===== config.mk =====
export PLATFORM = sky130hd
export DESIGN_NAME = capability_payload_parser_unit
export DESIGN_NICKNAME = d
export VERILOG_FILES = /design/src/rtl/cpp_pkg.sv /design/src/rtl/capability_payload_parser_unit.sv
export SDC_FILE = /design/constraint.sdc
export NUM_CORES = 1
export LEC_CHECK = 0
export BUFFER_PORTS_ARGS = -buffer_cell sky130_fd_sc_hd__clkbuf_2
export CORE_UTILIZATION = 50
export DETAILED_ROUTE_END_ITERATION = 16
export GPL_TIMING_DRIVEN = 0
export PLACE_DENSITY = 0.7
export SYNTH_ARGS = -nofsm -noshare
export SYNTH_HDL_FRONTEND = slang
export SYNTH_SLANG_ARGS = --single-unit

===== constraint.sdc =====
create_clock -name aclk -period 4.16 [get_ports aclk]
set_input_delay 0.416 -clock aclk [delete_from_list [all_inputs] [get_ports aclk]]
set_output_delay 0.416 -clock aclk [all_outputs]
set_load 0.01 [all_outputs]

===== src/rtl/cpp_pkg.sv =====
package cpp_pkg;

    localparam int unsigned MIN_PAYLOAD_BYTES = 52;
    localparam logic [15:0] TUNNEL_FLAG_BIT   = 16'h0001;

    localparam int unsigned STEP_W = 5;
    localparam logic [STEP_W-1:0] STEP_MAGIC      = 5'd0;
    localparam logic [STEP_W-1:0] STEP_VERSION    = 5'd1;
    localparam logic [STEP_W-1:0] STEP_FLAGS      = 5'd4;
    localparam logic [STEP_W-1:0] STEP_LAST_LIMIT = 5'd12;
    localparam logic [STEP_W-1:0] STEP_COUNT_1    = 5'd13;
    localparam logic [STEP_W-1:0] STEP_ELEM_1     = 5'd14;
    localparam logic [STEP_W-1:0] STEP_COUNT_2    = 5'd15;
    localparam logic [STEP_W-1:0] STEP_ELEM_2     = 5'd16;
    localparam logic [STEP_W-1:0] STEP_COUNT_3    = 5'd17;
    localparam logic [STEP_W-1:0] STEP_ELEM_3     = 5'd18;
    localparam logic [STEP_W-1:0] STEP_DONE       = 5'd19;

    localparam int unsigned CFG_INDEX_W = 8;
    localparam int unsigned CFG_DATA_W  = 32;

    typedef enum logic [CFG_INDEX_W-1:0] {
        REG_MAX_PAYLOAD_BYTES = 8'd0,
        REG_MAX_LIST_ITEMS    = 8'd1,
        REG_MAGIC_WORD        = 8'd2,
        REG_FORMAT_VERSION    = 8'd3
    } cfg_reg_t;

    typedef enum logic [2:0] {
        STATUS_OK          = 3'd0,
        STATUS_TOO_LARGE   = 3'd1,
        STATUS_INCOMPLETE  = 3'd2,
        STATUS_BAD_MAGIC   = 3'd3,
        STATUS_BAD_VERSION = 3'd4,
        STATUS_MALFORMED   = 3'd5
    } status_t;

    localparam logic [3:0] KIND_STATUS   = 4'd0;
    localparam logic [3:0] KIND_TUNNEL   = 4'd3;
    localparam logic [3:0] KIND_ELEM_1   = 4'd12;
    localparam logic [3:0] KIND_ELEM_2   = 4'd13;
    localparam logic [3:0] KIND_ELEM_3   = 4'd14;

    typedef struct packed {
        logic [7:0] data_byte;
        logic       end_of_payload;
    } in_item_t;

    typedef struct packed {
        logic [3:0]  record_kind;
        logic [63:0] record_value;
        logic [2:0]  decode_status;
        logic        last;
    } out_item_t;

    function automatic logic [3:0] step_length(input logic [STEP_W-1:0] step);
        logic [3:0] len;
        case (step)
            5'd0, 5'd6, 5'd7, 5'd8, 5'd9, 5'd10, 5'd12: len = 4'd4;
            5'd5:                                       len = 4'd8;
            default:                                    len = 4'd2;
        endcase
        return len;
    endfunction

endpackage


===== src/rtl/capability_payload_parser_unit.sv =====
// Capability payload parser. Takes one payload byte per beat, most significant byte
// first, with end_of_payload set on the final byte, and can take a new beat in every
// clock cycle while s_ready is high. Each completed header field but the magic word,
// version and list counts, and each list element, yields one record, and the final
// byte adds a status record with last set; a consumer keeps a payload's records only
// when that status is ok. Records leave through a four-entry output queue that takes
// up to two records per beat and hands out at most one per cycle; s_ready drops while
// fewer than two queue slots are free. Configuration writes are taken at any time but
// must only be issued while no payload is in flight.
module capability_payload_parser_unit (
    input  logic                                aclk,
    input  logic                                aresetn,
    input  logic                                s_valid,
    output logic                                s_ready,
    input  cpp_pkg::in_item_t                   s_data,
    output logic                                m_valid,
    input  logic                                m_ready,
    output cpp_pkg::out_item_t                  m_data,
    input  logic                                cfg_valid,
    output logic                                cfg_ready,
    input  logic [cpp_pkg::CFG_INDEX_W-1:0]     cfg_index,
    input  logic [cpp_pkg::CFG_DATA_W-1:0]      cfg_data
);

    logic [31:0] max_payload_bytes_reg;
    logic [15:0] max_list_items_reg;
    logic [31:0] magic_word_reg;
    logic [15:0] format_version_reg;

    logic [31:0]                 byte_total_reg, byte_total_next;
    logic [cpp_pkg::STEP_W-1:0]  field_step_reg, field_step_next;
    logic [3:0]                  byte_in_field_reg, byte_in_field_next;
    logic [63:0]                 value_shift_reg, value_shift_next;
    logic [15:0]                 list_remaining_reg, list_remaining_next;
    logic [2:0]                  first_error_reg, first_error_next;

    cpp_pkg::out_item_t q_reg [4];
    logic [1:0] wr_ptr_reg, rd_ptr_reg;
    logic [2:0] count_reg;

    logic               accept;
    logic               pop;
    logic               field_valid;
    cpp_pkg::out_item_t field_rec;
    cpp_pkg::out_item_t status_rec;
    logic [63:0]        shifted;
    logic [3:0]         bif_inc;
    logic [2:0]         status;
    logic [1:0]         n_push;

    assign cfg_ready = 1'b1;
    assign s_ready   = (count_reg <= 3'd2);
    assign accept    = s_valid && s_ready;
    assign m_valid   = (count_reg != 3'd0);
    assign m_data    = q_reg[rd_ptr_reg];
    assign pop       = m_valid && m_ready;

    always_ff @(posedge aclk) begin
        if (!aresetn) begin
            max_payload_bytes_reg <= 32'hFFFF_FFFF;
            max_list_items_reg    <= 16'hFFFF;
            magic_word_reg        <= 32'd0;
            format_version_reg    <= 16'd0;
        end else if (cfg_valid) begin
            unique case (cfg_index)
                cpp_pkg::REG_MAX_PAYLOAD_BYTES: max_payload_bytes_reg <= cfg_data;
                cpp_pkg::REG_MAX_LIST_ITEMS:    max_list_items_reg    <= cfg_data[15:0];
                cpp_pkg::REG_MAGIC_WORD:        magic_word_reg        <= cfg_data;
                cpp_pkg::REG_FORMAT_VERSION:    format_version_reg    <= cfg_data[15:0];
                default: ;
            endcase
        end
    end

    always_comb begin
        byte_total_next     = byte_total_reg;
        field_step_next     = field_step_reg;
        byte_in_field_next  = byte_in_field_reg;
        value_shift_next    = value_shift_reg;
        list_remaining_next = list_remaining_reg;
        first_error_next    = first_error_reg;
        field_valid         = 1'b0;
        field_rec           = '0;
        shifted             = {value_shift_reg[55:0], s_data.data_byte};
        bif_inc             = byte_in_field_reg + 4'd1;

        if (byte_total_reg != 32'hFFFF_FFFF) begin
            byte_total_next = byte_total_reg + 32'd1;
        end

        if (first_error_reg == cpp_pkg::STATUS_OK) begin
            if (field_step_reg >= cpp_pkg::STEP_DONE) begin
                first_error_next = cpp_pkg::STATUS_MALFORMED;
            end else if (bif_inc < cpp_pkg::step_length(field_step_reg)) begin
                value_shift_next   = shifted;
                byte_in_field_next = bif_inc;
            end else begin
                value_shift_next   = '0;
                byte_in_field_next = '0;
                if (field_step_reg == cpp_pkg::STEP_MAGIC) begin
                    if (shifted != {32'd0, magic_word_reg}) begin
                        first_error_next = cpp_pkg::STATUS_BAD_MAGIC;
                    end
                    field_step_next = cpp_pkg::STEP_VERSION;
                end else if (field_step_reg == cpp_pkg::STEP_VERSION) begin
                    if (shifted != {48'd0, format_version_reg}) begin
                        first_error_next = cpp_pkg::STATUS_BAD_VERSION;
                    end
                    field_step_next = field_step_reg + 5'd1;
                end else if (field_step_reg == cpp_pkg::STEP_FLAGS) begin
                    field_valid            = 1'b1;
                    field_rec.record_kind  = cpp_pkg::KIND_TUNNEL;
                    field_rec.record_value =
                        {63'd0, (shifted[15:0] & cpp_pkg::TUNNEL_FLAG_BIT) != 16'd0};
                    field_step_next        = field_step_reg + 5'd1;
                end else if (field_step_reg <= cpp_pkg::STEP_LAST_LIMIT) begin
                    field_valid            = 1'b1;
                    field_rec.record_kind  = field_step_reg[3:0] - 4'd1;
                    field_rec.record_value = shifted;
                    field_step_next        = field_step_reg + 5'd1;
                end else if (field_step_reg == cpp_pkg::STEP_COUNT_1
                          || field_step_reg == cpp_pkg::STEP_COUNT_2
                          || field_step_reg == cpp_pkg::STEP_COUNT_3) begin
                    if (shifted[15:0] > max_list_items_reg) begin
                        first_error_next = cpp_pkg::STATUS_MALFORMED;
                    end else if (shifted[15:0] == 16'd0) begin
                        field_step_next = field_step_reg + 5'd2;
                    end else begin
                        list_remaining_next = shifted[15:0];
                        field_step_next     = field_step_reg + 5'd1;
                    end
                end else begin
                    field_valid            = 1'b1;
                    field_rec.record_value = shifted;
                    case (field_step_reg)
                        cpp_pkg::STEP_ELEM_1: field_rec.record_kind = cpp_pkg::KIND_ELEM_1;
                        cpp_pkg::STEP_ELEM_2: field_rec.record_kind = cpp_pkg::KIND_ELEM_2;
                        default:              field_rec.record_kind = cpp_pkg::KIND_ELEM_3;
                    endcase
                    list_remaining_next = list_remaining_reg - 16'd1;
                    if (list_remaining_next == 16'd0) begin
                        field_step_next = field_step_reg + 5'd1;
                    end
                end
            end
        end

        if (byte_total_next > max_payload_bytes_reg) begin
            status = cpp_pkg::STATUS_TOO_LARGE;
        end else if (byte_total_next < 32'(cpp_pkg::MIN_PAYLOAD_BYTES)) begin
            status = cpp_pkg::STATUS_INCOMPLETE;
        end else if (first_error_next != cpp_pkg::STATUS_OK) begin
            status = first_error_next;
        end else if (field_step_next != cpp_pkg::STEP_DONE) begin
            status = cpp_pkg::STATUS_MALFORMED;
        end else begin
            status = cpp_pkg::STATUS_OK;
        end
        status_rec               = '0;
        status_rec.record_kind   = cpp_pkg::KIND_STATUS;
        status_rec.decode_status = status;
        status_rec.last          = 1'b1;

        if (s_data.end_of_payload) begin
            byte_total_next     = '0;
            field_step_next     = cpp_pkg::STEP_MAGIC;
            byte_in_field_next  = '0;
            value_shift_next    = '0;
            list_remaining_next = '0;
            first_error_next    = cpp_pkg::STATUS_OK;
        end

        n_push = accept ? ({1'b0, field_valid} + {1'b0, s_data.end_of_payload}) : 2'd0;
    end

    always_ff @(posedge aclk) begin
        if (!aresetn) begin
            byte_total_reg     <= '0;
            field_step_reg     <= cpp_pkg::STEP_MAGIC;
            byte_in_field_reg  <= '0;
            value_shift_reg    <= '0;
            list_remaining_reg <= '0;
            first_error_reg    <= cpp_pkg::STATUS_OK;
        end else if (accept) begin
            byte_total_reg     <= byte_total_next;
            field_step_reg     <= field_step_next;
            byte_in_field_reg  <= byte_in_field_next;
            value_shift_reg    <= value_shift_next;
            list_remaining_reg <= list_remaining_next;
            first_error_reg    <= first_error_next;
        end
    end

    always_ff @(posedge aclk) begin
        if (accept) begin
            if (field_valid) begin
                q_reg[wr_ptr_reg]        <= field_rec;
                q_reg[wr_ptr_reg + 2'd1] <= status_rec;
            end else begin
                q_reg[wr_ptr_reg]        <= status_rec;
            end
        end
    end

    always_ff @(posedge aclk) begin
        if (!aresetn) begin
            wr_ptr_reg <= '0;
            rd_ptr_reg <= '0;
            count_reg  <= '0;
        end else begin
            wr_ptr_reg <= wr_ptr_reg + n_push;
            if (pop) begin
                rd_ptr_reg <= rd_ptr_reg + 2'd1;
            end
            count_reg <= count_reg + {1'b0, n_push} - {2'b0, pop};
        end
    end

endmodule


After elaboration in Yosys (flattened, before gate mapping):

Memories as Yosys holds them, arrays and structs flattened. A register that Yosys moved wholly into a read port is not among the register bits.
Index checks and enable logic that the tools add are counted.

* equal/unequal tests: 22
* order comparisons: 7
* reductions and logical operators: 18
* bitwise operators: 1
* add/subtract/negate cells: 12
* mux-type cells: 81

Operator list (number)
* $mux 68: 8
* $mux 56: 4
* $mux 16: 11
* $mux 72: 1
* $mux 32: 2
* $ne 64x16->1: 1
* $ne 64x32->1: 1
* $mux 5: 12
* $mux 3: 16
* $mux 4: 9
* $add 32x1->32 const B: 1
* $gt 32x32->1: 1
* $logic_not 16->1: 2
* $lt 32x6->1 const B: 1
* $ne 32x32->1 const B: 1
* $eq 8x2->1 const B: 2
* $gt 16x16->1: 1
* $sub 16x1->16 const B: 1
* $eq 5x4->1 const B: 3
* $mux 1: 14
* $ne 2x2->1 const B: 6
* $eq 5x5->1 const B: 2
* $reduce_and 10->1: 1
* $eq 8x1->1 const B: 1
* 29 further kinds: 39

* bits of input ports: 54
* register bits: 219
* ROM bits: 48
* logic and storage cells: 156
* memories: 2
* bits in writable memories: 288
* output and inout port bits: 75

Memories
* q_reg: depth 4, bits a word 72, rd ports 1, clocked after Yosys merged registers in 1, wr ports 2, line capability_payload_parser_unit.sv:37 `cpp_pkg::out_item_t q_reg [4];`
* (no name shown): depth 16, bits a word 3, rd ports 1, clocked after Yosys merged registers in 1, wr ports 0, line cpp_pkg.sv:58 `case (step)`

Logic depth before layout (Yosys ltp):

Gate-level depths: netlist of run 1.

* depth in word-level cells: 17
* gate-level depth with buffers: 21
* gate-level depth less buffers: 19

Worst setup path after synthesis of run 1:

No wires, ideal clock.

* path kind: register -> register
* from: register field_step_reg[2] (netlist name)
* to: register count_reg[2]
* data arrival time: 4100 ps
* setup time: 128 ps
* data required time: 4032 ps
* stages on the path, launching flop included: 21
* slack: -68 ps
* clock period less this slack: 4228 ps
* buffers on the path: 2
* path through: dfxtp_1 -> buf_4 -> clkbuf_1 -> inv_1 -> ha_1 -> a2111oi_2 -> o21ai_1 -> nor3_1 -> nand3_1 -> inv_1 -> ha_1 -> and3_1 -> inv_1 -> ha_1 -> inv_1 -> ha_1 -> inv_1 -> fa_1 -> xnor2_1 -> xnor2_1 -> nor2_1

* cells in the longest elaborated chain, start to end: 15
* elaborated cells on any way between the ends: 22
* classes of those cells: add/sub: 3; order compare: 2; eq/ne: 5; mux: 9; reduce/logical: 3

Ends and longest elaborated chain
* from (decl): line capability_payload_parser_unit.sv:31 `logic [cpp_pkg::STEP_W-1:0] field_step_reg, field_step_next;`
* from (signal assigned): line capability_payload_parser_unit.sv:179 `field_step_reg <= cpp_pkg::STEP_MAGIC;`
* from (signal assigned): line capability_payload_parser_unit.sv:186 `field_step_reg <= field_step_next;`
* $eq 5x4->1, on equally long branches: line capability_payload_parser_unit.sv:121, capability_payload_parser_unit.sv:122
* $logic_or 1x1->1: line capability_payload_parser_unit.sv:122 `|| field_step_reg == cpp_pkg::STEP_COUNT_2`
* $logic_or 1x1->1: line capability_payload_parser_unit.sv:123 `|| field_step_reg == cpp_pkg::STEP_COUNT_3) begin`
* $mux 1: line capability_payload_parser_unit.sv:121 `end else if (field_step_reg == cpp_pkg::STEP_COUNT_1`
* $mux 1: line capability_payload_parser_unit.sv:116 `end else if (field_step_reg <= cpp_pkg::STEP_LAST_LIMIT) begin`
* $mux 1: line capability_payload_parser_unit.sv:110 `end else if (field_step_reg == cpp_pkg::STEP_FLAGS) begin`
* $mux 1: line capability_payload_parser_unit.sv:105 `end else if (field_step_reg == cpp_pkg::STEP_VERSION) begin`
* $mux 1: line capability_payload_parser_unit.sv:100 `if (field_step_reg == cpp_pkg::STEP_MAGIC) begin`
* $mux 1: line capability_payload_parser_unit.sv:94 `end else if (bif_inc < cpp_pkg::step_length(field_step_reg)) begin`
* $mux 1 *: line capability_payload_parser_unit.sv:92 `if (field_step_reg >= cpp_pkg::STEP_DONE) begin`
* $mux 1 *: line capability_payload_parser_unit.sv:91 `if (first_error_reg == cpp_pkg::STATUS_OK) begin`
* $add 1x1->2 *: line capability_payload_parser_unit.sv:173 `n_push = accept ? ({1'b0, field_valid} + {1'b0, s_data.end_of_payload}) : 2'd0;`
* $mux 2 *: line capability_payload_parser_unit.sv:173
* $add 3x2->3 *: line capability_payload_parser_unit.sv:215 `count_reg <= count_reg + {1'b0, n_push} - {2'b0, pop};`
* $sub 3x1->3 *: line capability_payload_parser_unit.sv:215
* to (signal assigned): line capability_payload_parser_unit.sv:215
* to (decl): line capability_payload_parser_unit.sv:39 `logic [2:0] count_reg;`

Every way passes the cells marked *; elsewhere a longest branch is shown, timed or not.
A chain may end at the register's enable or synchronous reset.

==> results.yml, run 1 <==
synth:
  yosys_warnings: 0
  synthFlopType: "dfxtp_1"
  syn_area_per_cell_um2: 9.731
  synth_enable_flop_cells: 12
  synth_commonest_cells: "dfxtp_1, a22o_1, nand2_1"
  synth.distinct_cells: 90
  net_count_of_the_mapped_netlist: 2535
  netlist_instances: 2411
  yosysMostFrequentCell: "dfxtp_1"
  share_of_flip_flops_with_an_asynchronous_set_or_reset_pct: 0
  synth_area_leader_cell: "dfxtp_1"
  synth.area.top_cells: "dfxtp_1, a22o_1, mux4_2, ha_1, nand2_1"
  post_synth_instance_area_um2: 23460
  ys_ff_latch: 512
  yosysSeqAreaShare_pct: 44.20
  netlist.area_leader.share_pct: 42.66
die:
  coreArea_um2: 46460
  die_outline_area_um2: 47790
  fp.dieH_um: 218.6
  io_pins: 129
  std_cell_rows: 79
  chipWidth_um: 218.6
  start_util_pct: 50.50
placed_design:
  finalWeightedCongestion: 0.9483
  detailedPlace.worstSlack_ns: -2.023
  hpwl_um: 53270
  portBuffers: 126
  placed_area_um2: 24860
power_and_ir_drop:
  max-vdd-ir-drop_uv: 361.9
  power_density_nw_per_um2: 421.1
  static-leakage-power_uw: 0.01092
setup_path:
  worstPathMaxFanout: 5
  r2r_slack_ns: 0.02
  setup.worst_path.end_class: "flop"
  critical-path-slowest-cell: "or3_4"
  timing.reg2reg.worst_path_depth: 18
  worstPathCellList: "nand4_1 > nor3_4 > buf_6 > nand3_4 > nor2_4 > and3_4 > nand3_1 > xnor2_2 > ha_1 > nand4_1 > or2_4 > nor4_4 > nand3_1 > or3_4 > o31ai_4 > o211ai_1 > buf_4 > nor3_2"
  worstSetupStartpointType: "flop"
  critPathMaxStageDelay_ns: 0.39
  worst_ep_required_time_ns: 4.61
  r2r-start: "byte_total_reg[11]$_SDFFE_PN0P_"
  cp_data_arrival_time_ns: 4.58
  r2r_end: "q_reg[1][3]$_DFFE_PP_"
  critical_path_class: "reg2reg"
grt:
  largest_net_degree_at_the_start_of_global_routing: 15
  grt_pass1_wl_um: 113600
  grt_pass1_vias: 20010
  number_of_antenna_violations_at_the_first_check_in_global_routing: 0
  gr-usage-all-layers_pct: 30.55
  globalRouteOverflowTotal: 0
clock_tree:
  insertion_delay_ns: 0.61
  clock-sinks: 512
  cts-root-to-sink-buffers: 3
  cts-hold-fix-buffers: 0
  cts-buffers-inserted: 52
  cts_max_level: 2
  tritoncts: "done"
  clk_root_buffer_cell: "clkbuf_16"
  clkTransAtPathRegs_ns: 0.06
drt:
  dr_vias: 20610
  wl_per_cell_um: 22.75
  drt_iter0_drc: 1983
  final_antenna_net_count: 0
  met3WireLength_um: 5826
  route.layer.met1.wl_um: 31060
  drc: 0
  detailed_route_wire_length_um: 74310
  firstDrtPassIters: 6
  routed_via_count_divided_by_cell_count: 6.307
  met2RoutedLength_um: 34880
  top_layer: "met4"
finish:
  largest_reg_flops: 288
  footprint_of_the_multi_input_gates_um2: 12310
  final_nets: 2744
  register_area_um2: 10410
  area_growth_syn_to_layout_pct: 16.39
  final_design_area_no_fill_um2: 27310
  post_route_cells_drive_above_1_share_pct: 17.60
  fill_cells: 3947
worst_hold_path:
  worst_min_path_class: "in2reg"
  hold-path-endpoint: "magic_word_reg[23]$_SDFFE_PN0P_"
  worstHoldStart: "cfg_data[23]"
  hold_depth: 3
sta:
  final_critical_path_setup_slack_ns: 0.02439
  setup_viol: 0
  fin_skew_ns: 0.01470
  min_period_ns: 4.136
  fmaxAchievable_mhz: 241.8
  grt_setup_unrepaired: "true"
  tightest_slew_ns: 1.328
  hold_violation_count_in_the_final_report: 0
  totalNegativeSetupSlack_ns: 0
  worst_case_headroom_to_the_max_slew_limit_pct: 10.81
  final-max-slew-violation-count: 0
  post-route-period-util_pct: 99.41
run_status:
  run_status: "complete, no violations"
run:
  maxCapViolCount: 0
layer usage:
layer / track usage (%) / vias to the layer above
li1: - / 9346
met1: 39.96 / 10190
met2: 49.96 / 912
met3: 5.386 / 163
met4: 11.91 / 0
met5: 0 / -
cell type report:
class                   instances  area share, %
repair buffers                162          3.359
flip-flops and latches        512          38.10
plain buffers                 206          3.299
inverters                      72          1.003
diodes                          1       0.009164
multi-input cells            1614          45.09
clock inverters                14         0.6232
well taps                     607          2.781
clock buffers                  79          5.728
metrics by stage:
stage | utilization [%] | hold WS [ns] | std cells | total power [µW]
finish | 58.78 | 0.05982 | 3267 | 11500
global route | 58.77 | 0.05254 | 3266 | 11860
CTS | 58.10 | 0.03994 | 3248 | 11510
detailed placement | 53.51 | 0.4413 | 3144 | 6789
global placement | 53.51 | 0.4298 | 3144 | 6763
floorplan | - | 0.4184 | 2411 | 6268
power breakdown:
part	internal [µW]	total, µW	switching, µW
combinational	554	1660	1110
clock	2770	4780	2010
sequential	4990	5050	55.4
total	8320	11500	3180
critical path, delay by kind of cell (launching register included):
family | cells | cell delay [ns]
AOI/OAI and AO/OA | 2 | 0.24
xor gates and xnor gates | 1 | 0.19
adders and majority gates | 1 | 0.28
buffers and inverters | 2 | 0.34
DFF | 1 | 0.38
and+or+nand+nor | 12 | 2.56
worst max path at each step:
| stage | start | endpoint | slack, ns | cells past startpoint |
|---|---|---|---|---|
| 2_1_floorplan | byte_total_reg[0]$_SDFFE_PN0P_ | q_reg[1][3]$_DFFE_PP_ | 0.05 | 16 |
| 3_5_place_dp | byte_total_reg[0]$_SDFFE_PN0P_ | q_reg[1][3]$_DFFE_PP_ | -2.02 | 16 |
| 6_report | byte_total_reg[11]$_SDFFE_PN0P_ | q_reg[1][3]$_DFFE_PP_ | 0.02 | 18 |
| 5_1_grt | byte_total_reg[11]$_SDFFE_PN0P_ | q_reg[1][3]$_DFFE_PP_ | -0.05 | 18 |
| 4_1_cts | byte_total_reg[3]$_SDFFE_PN0P_ | q_reg[1][3]$_DFFE_PP_ | -0.02 | 15 |
| 3_3_place_gp | byte_total_reg[0]$_SDFFE_PN0P_ | q_reg[1][3]$_DFFE_PP_ | -1.88 | 16 |
timing repair:
item / 4_1_cts / 5_1_grt
buffers inserted: 17 / 19
cloned: 0 / 0
resized for setup: 64 / 54
setup endpoints to repair: 330 / 32
pin swaps: 14 / 24
layout by cell type, fill, tap and decap left out, types with 53 or more instances in the layout:
master,synthesis,routed
dfxtp_1,500,482
a22o_1,260,260
nand2_1,207,204
nor2_1,193,189
clkbuf_1,147,146
clkbuf_2,1,131
a21oi_1,98,97
a22oi_1,81,81
xnor2_1,80,79
mux4_2,72,72
inv_1,70,69
ha_1,69,68
o21ai_0,59,59
o211ai_1,53,53
clkbuf_16,0,53
kinds of logic (layout without fill, tap and decap cells):
| logic type | Yosys count | count (layout) | synth area share (%) |
|---|---|---|---|
| AOI/OAI and AO/OA | 662 | 662 | 21.26 |
| xor gates and xnor gates | 99 | 99 | 3.696 |
| adders and majority gates | 72 | 72 | 3.850 |
| buffers and inverters | 285 | 533 | 4.880 |
| DFF | 512 | 512 | 44.20 |
| muxes | 100 | 100 | 8.128 |
| other | 1 | 2 | 0.01598 |
| and+or+nand+nor | 680 | 680 | 13.97 |
No activity file was read; power rests on OpenSTA's default activity.
==> run 2: changes to the inputs <==
BUFFER_PORTS_ARGS = default   (was -buffer_cell sky130_fd_sc_hd__clkbuf_2)
CORE_UTILIZATION = 58   (was 50)
DONT_BUFFER_PORTS = 1   (was default)
PLACE_DENSITY = 0.76   (was 0.7)
==> run 2 against run 1 <==
Against the previous run: register-to-register slack is essentially flat; maximum frequency is essentially flat; sequential share of layout area grew 0.26 points; global-route usage grew 5.1 points; clock power grew 7.5%; largest cell class unchanged.
==> results.yml, run 2 (synthesis results as in run 1) <==
run_status:
  run_status: "complete, no violations"
sta:
  fmaxAchievable_mhz: 242.0
  setup_viol: 0
  worst_hold_slack_ns: 0.07257
  tightest_slew_ns: 1.090
  min_period_ns: 4.132
  fin_skew_ns: 0.02639
  hold_violation_count_in_the_final_report: 0
  worst_case_headroom_to_the_max_slew_limit_pct: 26.87
  final-max-slew-violation-count: 0
  final_critical_path_setup_slack_ns: 0.02776
  post-route-period-util_pct: 99.33
clock_tree:
  clk_root_buffer_cell: "clkbuf_16"
  clkTransAtPathRegs_ns: 0.06
  insertion_delay_ns: 0.62
  cts-buffers-inserted: 52
  cts-root-to-sink-buffers: 3
  cts_max_level: 2
  clock-sinks: 512
  tritoncts: "done"
drt:
  firstDrtPassIters: 6
  detailed_route_wire_length_um: 74970
  wl_per_cell_um: 24.25
  drc: 0
  routed_via_count_divided_by_cell_count: 6.626
  dr_vias: 20480
  final_antenna_net_count: 0
  drt_iter0_drc: 2216
placed_design:
  finalWeightedCongestion: 0.9617
  portBuffers: 0
  hpwl_um: 52400
  dp.cells: 2936
  detailedPlace.worstSlack_ns: -1.665
setup_path:
  worstPathCellList: "buf_6 > nand3_4 > nor3_4 > buf_4 > buf_4 > and3_4 > buf_12 > nor3_2 > xor2_1 > ha_1 > nand4_1 > or2_4 > nor4_4 > buf_4 > o21ai_2 > o211ai_1 > o31ai_4 > buf_4 > o21ai_4 > nor2_1"
  worstSetupStartpointType: "flop"
  worstPathMaxFanout: 10
  worst_ep_required_time_ns: 4.52
  setup.worst_path.end_class: "flop"
  cp_data_arrival_time_ns: 4.49
  critPathMostFrequentCell: "buf_4"
  critical-path-slowest-cell: "nor4_4"
  critPathMaxStageDelay_ns: 0.37
  critical_path_class: "reg2reg"
power_and_ir_drop:
  combPwrFrac_pct: 13.9
  power_frac_seq_pct: 42.7
  clock_share_of_power_pct: 43.4
  power.share.switching_pct: 27.29
  power_density_nw_per_um2: 436.6
  power.internal_uw: 8603
  max-vdd-ir-drop_uv: 320.1
  design_power_total_uw: 11830
  netSwitchingPower_uw: 3230
  static-leakage-power_uw: 0.01058
die:
  die_outline_area_um2: 41260
  io_pins: 129
  start_util_pct: 58.91
  fp.dieH_um: 203.1
  chipWidth_um: 203.1
  std_cell_rows: 73
  coreArea_um2: 39820
grt:
  grt_pass1_vias: 20010
  globalRouteOverflowTotal: 0
  gr-usage-all-layers_pct: 35.69
  grt_pass1_wl_um: 115100
  number_of_antenna_violations_at_the_first_check_in_global_routing: 2
  largest_net_degree_at_the_start_of_global_routing: 16
finish:
  most_common_cell_after_layout_fill_and_taps_aside: "dfxtp_1"
  largest_reg_flops: 288
  post_route_cells_drive_above_1_share_pct: 13.69
  postLayoutCoreUtil_pct: 68.06
  final_nets: 2646
  fill_cells: 3093
  area_growth_syn_to_layout_pct: 15.52
  fin_cells: 3091
  final_cell_mix: "dfxtp_1, a22o_1, nand2_1"
run:
  maxCapViolCount: 0
worst_hold_path:
  worst_min_path_class: "in2reg"
-- run 2: cell count changes in the layout (fill, tap and decap cells not counted), moves of 4 or more --
| cell | previous run | this run |
|---|---|---|
| clkbuf_2 | 131 | 4 |
| dlygate4sd3_1 | 0 | 32 |
| clkbuf_1 | 146 | 137 |
| clkinvlp_4 | 1 | 7 |
| bufinv_16 | 3 | 7 |
| dfxtp_1 | 482 | 486 |
-- run 2: path summary, 6_finish.rpt --
kind	from	end	slack, ns	cells past startpoint
worst max register to register	byte_total_reg[3]$_SDFFE_PN0P_	q_reg[2][2]$_DFFE_PP_	0.03	20
worst min register to register	q_reg[2][0]$_SDFFE_PP1P_	q_reg[2][0]$_SDFFE_PP1P_	0.45	2
worst max-delay path	byte_total_reg[3]$_SDFFE_PN0P_	q_reg[2][2]$_DFFE_PP_	0.03	20
worst min-delay path	cfg_data[6]	format_version_reg[6]$_SDFFE_PN0P_	0.07	2
-- run 2: critical path, delay by kind of cell (launching register included) --
kind                     cells  cell delay (ns)
adder cells (fa/ha/maj)      1             0.23
buffers and inverters        6             0.95
AND/OR/NAND/NOR              8             1.48
AO/OA/AOI/OAI                4             0.56
XOR/XNOR                     1             0.30
flip-flops                   1             0.35
-- run 2: per-layer routing --
layer | routed length (µm) | GRT usage, %
met3 | 6779 | 6.276
met1 | 29720 | 46.25
met2 | 35410 | 58.68
met5 | 0 | 0
met4 | 3060 | 14.98
-- run 2: layout make-up --
cell class,count,area (µm²),share of cell area [%]
buffer,204,888.4,3.278
sequential,512,10400,38.36
tap,525,656.9,2.424
multi-input combinational,1614,12380,45.69
antenna,2,5.005,0.01847
clock buffer,71,1545,5.701
clock inverter,25,379.1,1.399
inverter,72,271.5,1.002
timing repair buffer,66,575.6,2.124
-- run 2: power groups by stage --
stage / sequential [µW] / clock [µW] / combinational (µW)
after detailed placement: 5160 / 0 / 1550
after global placement: 5160 / 0 / 1520
final: 5050 / 5140 / 1640
after CTS: 5050 / 5130 / 1600
after global routing: 5060 / 5360 / 1760
after floorplan: 5140 / 0 / 1120
-- run 2: through the flow --
step	TNS [ns]	instance area, µm²
finish	0	27100
global route	-0.2462	27100
CTS	-0.01437	26690
detailed placement	-148.99	24130
global placement	-139.18	24130
floorplan	0	23470
-- run 2: what timing repair did --
| action | CTS | global route |
|---|---|---|
| gates resized for setup | 58 | 62 |
| hold endpoints to repair | 95 | 0 |
| hold buffers | 32 | 0 |
| setup buffers | 14 | 19 |
| pin swaps | 12 | 34 |
| endpoints found under the setup margin | 311 | 49 |
